[src/rtl/tmc_pkg.sv]
// Types, constants and functions of the transform matrix composer.
`default_nettype none
package tmc_pkg;
	localparam int CORDIC_STEPS = 16;
	localparam int QW = 34;
	localparam int AW = 35;
	localparam int PW = 2 * QW;
	localparam int SW = QW + 16;
	localparam int ANG_SHIFT = 18;
	localparam int SC_LAT = CORDIC_STEPS + 3;
	localparam int ITEM_BEATS = 16;

	typedef logic signed [QW-1:0] q30_t;
	typedef logic signed [31:0] elem_t;
	typedef elem_t [ITEM_BEATS-1:0] matrix_t;

	localparam logic signed [AW-1:0] PI_Q30 = 35'sd3373259426;
	localparam logic signed [AW-1:0] TWO_PI_Q30 = 35'sd6746518852;
	localparam logic signed [AW-1:0] HALF_PI_Q30 = 35'sd1686629713;
	localparam q30_t ONE_Q30 = 34'sd1073741824;
	localparam q30_t GAIN_Q30 = 34'sd652032874;
	localparam elem_t ONE_Q16 = 32'sd65536;
	localparam logic [3:0] LAST_POS = 4'd15;

	typedef struct packed {
		logic signed [15:0] scale_x;
		logic signed [15:0] scale_y;
		logic signed [15:0] angle_x;
		logic signed [15:0] angle_y;
		logic signed [15:0] angle_z;
		logic signed [31:0] shift_x;
		logic signed [31:0] shift_y;
	} in_t;

	typedef struct packed {
		logic signed [31:0] element;
		logic [3:0] position;
		logic last;
	} out_t;

	// Arctangent of 2^-i in Q30.
	function automatic q30_t atan_q30(input int i);
		logic [31:0] v;
		unique case (i)
			0: v = 32'h3243F6A8;
			1: v = 32'h1DAC6705;
			2: v = 32'h0FADBAFC;
			3: v = 32'h07F56EA6;
			4: v = 32'h03FEAB76;
			5: v = 32'h01FFD55B;
			6: v = 32'h00FFFAAA;
			7: v = 32'h007FFF55;
			8: v = 32'h003FFFEA;
			9: v = 32'h001FFFFD;
			10: v = 32'h000FFFFF;
			11: v = 32'h0007FFFF;
			12: v = 32'h0003FFFF;
			13: v = 32'h0001FFFF;
			14: v = 32'h0000FFFF;
			15: v = 32'h00007FFF;
			16: v = 32'h00003FFF;
			17: v = 32'h00001FFF;
			18: v = 32'h00000FFF;
			19: v = 32'h000007FF;
			20: v = 32'h000003FF;
			21: v = 32'h000001FF;
			22: v = 32'h000000FF;
			23: v = 32'h0000007F;
			default: v = 32'h0;
		endcase
		return q30_t'({2'b00, v});
	endfunction

	// Clamp a wide value to the signed 32-bit range.
	function automatic elem_t sat32(input logic signed [SW-1:0] v);
		if (v > SW'(64'sh7FFFFFFF)) begin
			return 32'sh7FFFFFFF;
		end else if (v < -SW'(64'sh80000000)) begin
			return 32'sh80000000;
		end
		return elem_t'(v);
	endfunction
endpackage
`default_nettype wire

[src/rtl/tmc_sincos.sv]
// Pipelined CORDIC lane: cosine and sine in Q30 of one Q4.12 angle.
`default_nettype none
module tmc_sincos (
	input wire logic clk,
	input wire logic arst_n,
	input wire logic in_valid,
	input wire logic signed [15:0] angle,
	output logic out_valid,
	output tmc_pkg::q30_t cos_val,
	output tmc_pkg::q30_t sin_val
);
	import tmc_pkg::*;

	logic signed [AW-1:0] ang_ext, ang_wrap;
	logic signed [AW-1:0] a_s1;
	logic zero_s1, vld_s1;
	logic [CORDIC_STEPS:0] vld_s, neg_s, zero_s;
	q30_t x_s [CORDIC_STEPS+1];
	q30_t y_s [CORDIC_STEPS+1];
	q30_t z_s [CORDIC_STEPS+1];

	always_comb begin
		ang_ext = AW'(angle) <<< ANG_SHIFT;
		if (ang_ext > PI_Q30) begin
			ang_wrap = ang_ext - TWO_PI_Q30;
		end else if (ang_ext < -PI_Q30) begin
			ang_wrap = ang_ext + TWO_PI_Q30;
		end else begin
			ang_wrap = ang_ext;
		end
	end

	always_ff @(posedge clk or negedge arst_n) begin
		if (!arst_n) begin
			vld_s1 <= 1'b0;
			vld_s[0] <= 1'b0;
		end else begin
			vld_s1 <= in_valid;
			vld_s[0] <= vld_s1;
		end
	end

	always_ff @(posedge clk) begin
		a_s1 <= ang_wrap;
		zero_s1 <= (angle == 16'sd0);
		zero_s[0] <= zero_s1;
		x_s[0] <= GAIN_Q30;
		y_s[0] <= '0;
		// Fold into the right half plane; the result is negated at the end.
		if (a_s1 > HALF_PI_Q30) begin
			z_s[0] <= QW'(a_s1 - PI_Q30);
			neg_s[0] <= 1'b1;
		end else if (a_s1 < -HALF_PI_Q30) begin
			z_s[0] <= QW'(a_s1 + PI_Q30);
			neg_s[0] <= 1'b1;
		end else begin
			z_s[0] <= QW'(a_s1);
			neg_s[0] <= 1'b0;
		end
	end

	for (genvar i = 0; i < CORDIC_STEPS; i++) begin : g_step
		always_ff @(posedge clk or negedge arst_n) begin
			if (!arst_n) begin
				vld_s[i+1] <= 1'b0;
			end else begin
				vld_s[i+1] <= vld_s[i];
			end
		end
		always_ff @(posedge clk) begin
			neg_s[i+1] <= neg_s[i];
			zero_s[i+1] <= zero_s[i];
			if (z_s[i] >= 0) begin
				x_s[i+1] <= x_s[i] - (y_s[i] >>> i);
				y_s[i+1] <= y_s[i] + (x_s[i] >>> i);
				z_s[i+1] <= z_s[i] - atan_q30(i);
			end else begin
				x_s[i+1] <= x_s[i] + (y_s[i] >>> i);
				y_s[i+1] <= y_s[i] - (x_s[i] >>> i);
				z_s[i+1] <= z_s[i] + atan_q30(i);
			end
		end
	end

	always_ff @(posedge clk or negedge arst_n) begin
		if (!arst_n) begin
			out_valid <= 1'b0;
		end else begin
			out_valid <= vld_s[CORDIC_STEPS];
		end
	end

	always_ff @(posedge clk) begin
		if (zero_s[CORDIC_STEPS]) begin
			cos_val <= ONE_Q30;
			sin_val <= '0;
		end else if (neg_s[CORDIC_STEPS]) begin
			cos_val <= -x_s[CORDIC_STEPS];
			sin_val <= -y_s[CORDIC_STEPS];
		end else begin
			cos_val <= x_s[CORDIC_STEPS];
			sin_val <= y_s[CORDIC_STEPS];
		end
	end
endmodule
`default_nettype wire

[config.mk]
export PLATFORM = sky130hd
export DESIGN_NAME = tmc_sincos
export DESIGN_NICKNAME = d
export VERILOG_FILES = /design/src/rtl/tmc_pkg.sv /design/src/rtl/tmc_sincos.sv
export SDC_FILE = /design/constraint.sdc
export NUM_CORES = 2
export LEC_CHECK = 0
export BUFFER_PORTS_ARGS = -buffer_cell sky130_fd_sc_hd__buf_2
export CORE_AREA = 2 2 516 570
export DETAILED_ROUTE_END_ITERATION = 16
export DIE_AREA = 0 0 518 572
export PLACE_DENSITY_LB_ADDON = 0.1
export SLEW_MARGIN = 20
export SYNTH_ARGS = -nofsm -noshare
export SYNTH_HDL_FRONTEND = slang
export SYNTH_SLANG_ARGS = --single-unit
[constraint.sdc]
create_clock -name clk -period 7.7 [get_ports clk]
set_clock_uncertainty 0.05 [all_clocks]
set_input_delay 0.385 -clock clk [delete_from_list [all_inputs] [get_ports clk]]
set_output_delay 0.385 -clock clk [all_outputs]
set_load 0.005 [all_outputs]
==> results.py <==
metrics = {
    "min_path": {
        "worst_hold_path_type": "in2reg",
    },
    "route": {
        "m1WireLength_mm": 152,
        "via_total_after_detailed_routing": 96700,
        "drc": 0,
        "detail_route.first_pass.iterations": 6,
        "postRouteAntennaNets": 0,
        "detailedRoute.firstIterationViolations": 5344,
        "wl_mm": 324,
        "detail_route.wl_per_cell_um": 18.4,
        "met3_layer_wire_length_in_the_routed_design_mm": 11.7,
        "route.detailed.vias_per_inst": 5.47,
        "wl_met2_mm": 152,
        "highest_layer": "met4",
    },
    "global_route": {
        "wire_length_of_the_first_global_routing_pass_mm": 514,
        "grt_overflow_total": 0,
        "global_route.usage.total_pct": 21.2,
        "largest_net_degree_at_the_start_of_global_routing": 74,
        "initial_antenna_violation_count": 8,
        "grt_pass1_vias": 94400,
    },
    "yosys": {
        "synthesis.area_per_instance_um2": 8.64,
        "synthesis_warnings": 0,
        "yosysUniqueCellTypes": 102,
        "ys.flop_type": "dfxtp_1",
        "post_synth_instance_area_um2": 116000,
        "synth_area_leaders": "dfxtp_1, ha_1, xnor2_1, xor2_1, a21oi_1",
        "yosysSeqAreaShare_pct": 28.6,
        "ys_async_sr_fraction_pct": 1.16,
        "synth_top_cell_by_area": "dfxtp_1",
        "gate_count_post_synth": 13400,
        "synth-seq-cells": 1633,
        "edff_count_synth": 33,
        "synth_top_cell_area_share_pct": 27.3,
    },
    "timing": {
        "setup_repair_after_global_routing_missed_its_margin": "false",
        "timing.final.hold_violations": 0,
        "slew-limit-headroom_pct": 27.5,
        "final_min_period_over_clock_period_pct": 77.9,
        "max_freq_ghz": 0.167,
        "max_slew.worst_pin.slew_ps": 1080,
        "setup-violations-final": 0,
        "finalWorstPathRequiredPeriod_ps": 6000,
        "timing_max_transition_violations_final": 0,
        "fin_setup_tns_ps": 0,
    },
    "cells_and_area": {
        "layout.cells.most_common": "dfxtp_1",
        "finish.net_count": 15100,
        "area_growth_syn_to_layout_pct": 10.8,
        "drive_above_1_share_pct": 4.50,
        "post-route-util_pct": 44.2,
        "final_cell_mix": "dfxtp_1, ha_1, xnor2_1, a21oi_1, nor2_1",
        "layout_filler_cell_count": 28800,
    },
    "floorplan": {
        "die_h_um": 572,
        "start_util_pct": 39.9,
        "die_x_um": 518,
        "floorplan.io_pins": 88,
        "placement_rows": 208,
        "core_area_um2": 290000,
        "die_area_um2": 296000,
    },
    "cts": {
        "clk_pin_slew_worst_paths_ps": 60,
        "clockBufferDepth": 4,
        "cts_num_sinks": 1633,
        "tritoncts.num_buffers": 201,
        "tritoncts": "yes",
        "cts_resized": 0,
        "insertion_delay_ps": 870,
        "cts-root-buf": "clkbuf_16",
        "cts_htree_levels": 4,
        "cts_post_setup_buffers_inserted": 0,
    },
    "worst_setup_path": {
        "critical_path.endpoint_type": "flip-flop",
        "critPathArrivalTime_ps": 6700,
        "worstSetupPathType": "reg2reg",
        "maximum_fanout_count_along_the_critical_path": 25,
        "cp_data_required_time_ps": 8410,
        "start_kind": "flip-flop",
    },
    "run": {
        "drv_cap": 0,
    },
    "placed_design": {
        "hpwl_mm": 265,
        "routabilityCongestion": 0.886,
        "portBuffers": 87,
    },
    "outcome": {
        "status": "complete, no violations",
    },
}
==> cells by family (layout without fill, tap and decap cells) <==
logic type / after synthesis / count (layout) / synth area share, %
DFF: 1633 / 1633 / 28.6
and+or+nand+nor: 3475 / 3475 / 14.8
xor gates and xnor gates: 1966 / 1966 / 14.9
AOI/OAI and AO/OA: 4067 / 4067 / 22.5
buffers and inverters: 710 / 1062 / 2.31
muxes: 44 / 44 / 0.380
adders and majority gates: 1501 / 1501 / 16.5
other: 1 / 40 / 0.00324
==> cell type report <==
cell class                      count  area, µm²  area share [%]
Tap cell                         3885       4860            3.79
Antenna cell                        7       17.5          0.0137
Multi-Input combinational cell  11100      80100            62.5
Timing Repair Buffer              171       1140           0.888
Sequential cell                  1633      33100            25.8
Clock inverter                    105       1380            1.07
Inverter                          528       1980            1.55
Clock buffer                      258       5610            4.37
==> per-stage QoR <==
stage	hold slack (ps)	cell area [µm²]	std cells	worst slack (ps)
after floorplan	39.4	116000	13400	2320
final	164	128000	17700	1700
after CTS	73.1	128000	17700	1720
after detailed placement	262	121000	17300	1750
after global placement	260	121000	17300	1670
after global routing	122	128000	17700	1110
==> cells in the mapped netlist, types with 41 or more instances <==
| library cell | n |
|---|---|
| o31ai_1 | 224 |
| o21bai_1 | 149 |
| nor2b_1 | 194 |
| ha_1 | 1460 |
| xnor2_1 | 1252 |
| o21a_1 | 247 |
| clkbuf_1 | 163 |
| or3_1 | 172 |
| o21ai_1 | 104 |
| a211o_1 | 41 |
| a21o_1 | 587 |
| or4_1 | 100 |
| nand2_1 | 797 |
| and3_1 | 112 |
| o21ai_0 | 782 |
| a211oi_1 | 107 |
| a31oi_1 | 96 |
| o211ai_1 | 62 |
| xor2_1 | 712 |
| nor3_1 | 230 |
| inv_1 | 518 |
| a21oi_1 | 1154 |
| nand3_1 | 206 |
| and2_1 | 49 |
| fa_1 | 41 |
| o41ai_1 | 105 |
| nor4_1 | 96 |
| nor2_1 | 989 |
| nand4_1 | 107 |
| or2_2 | 48 |
| dfxtp_1 | 1581 |
| mux2i_1 | 44 |
| nand2b_1 | 251 |
==> final timing paths <==
check / endpoint / from / slack, ps / depth (start not counted)
min in group asynchronous: vld_s[2]$_DFF_PN0_ / arst_n / 680 / 3
hold / removal: vld_s1$_DFF_PN0_ / in_valid / 160 / 2
max in group asynchronous: vld_s[8]$_DFF_PN0_ / arst_n / 6420 / 3
setup reg to reg: y_s[7][33]$_DFF_P_ / z_s[6][33]$_DFF_P_ / 1700 / 20
hold reg to reg: zero_s[2]$_DFF_P_ / zero_s[1]$_DFF_P_ / 270 / 0
setup / recovery: y_s[7][33]$_DFF_P_ / z_s[6][33]$_DFF_P_ / 1700 / 20
==> sequential cells by signal, indices dropped and copies added (netlist names), 17 cells and up <==
name / cells
a_s1: 20
cos_val: 34
neg_s: 17
sin_val: 34
vld_s: 17
x_s: 484
y_s: 511
z_s: 496
zero_s: 17
==> critical path, stage by stage (launching register included) <==
cell and delay [ps]:
dfxtp_1 330, inv_1 90, ha_1 220, nor4b_1 150, nand4_1 130, nor2_1 100, nor2_4 570, o21ai_0 250
xnor2_1 190, ha_1 230, a2111oi_0 400, o21ai_1 170, a41oi_1 520, a41oi_1 310, a22o_1 330, or4_1 470
a311oi_2 360, a2111oi_0 220, a2111oi_2 470, a21oi_1 160, xnor2_1 140
==> what timing repair did <==
item	4_1_cts	5_1_grt
endpoints found under the setup margin	0	0
hold endpoints to repair	39	0
hold buffers	29	0
==> per-layer routing <==
layer  vias to the layer above  track usage (%)
met3                       447             2.22
met2                      1633             36.7
met4                         0             6.36
met5                         -                0
met1                     45600             27.6
li1                      49000                -
Power is left out: the tool's default activity adds up to more than one toggle a clock period on the data nets, which glitch-free logic cannot reach.
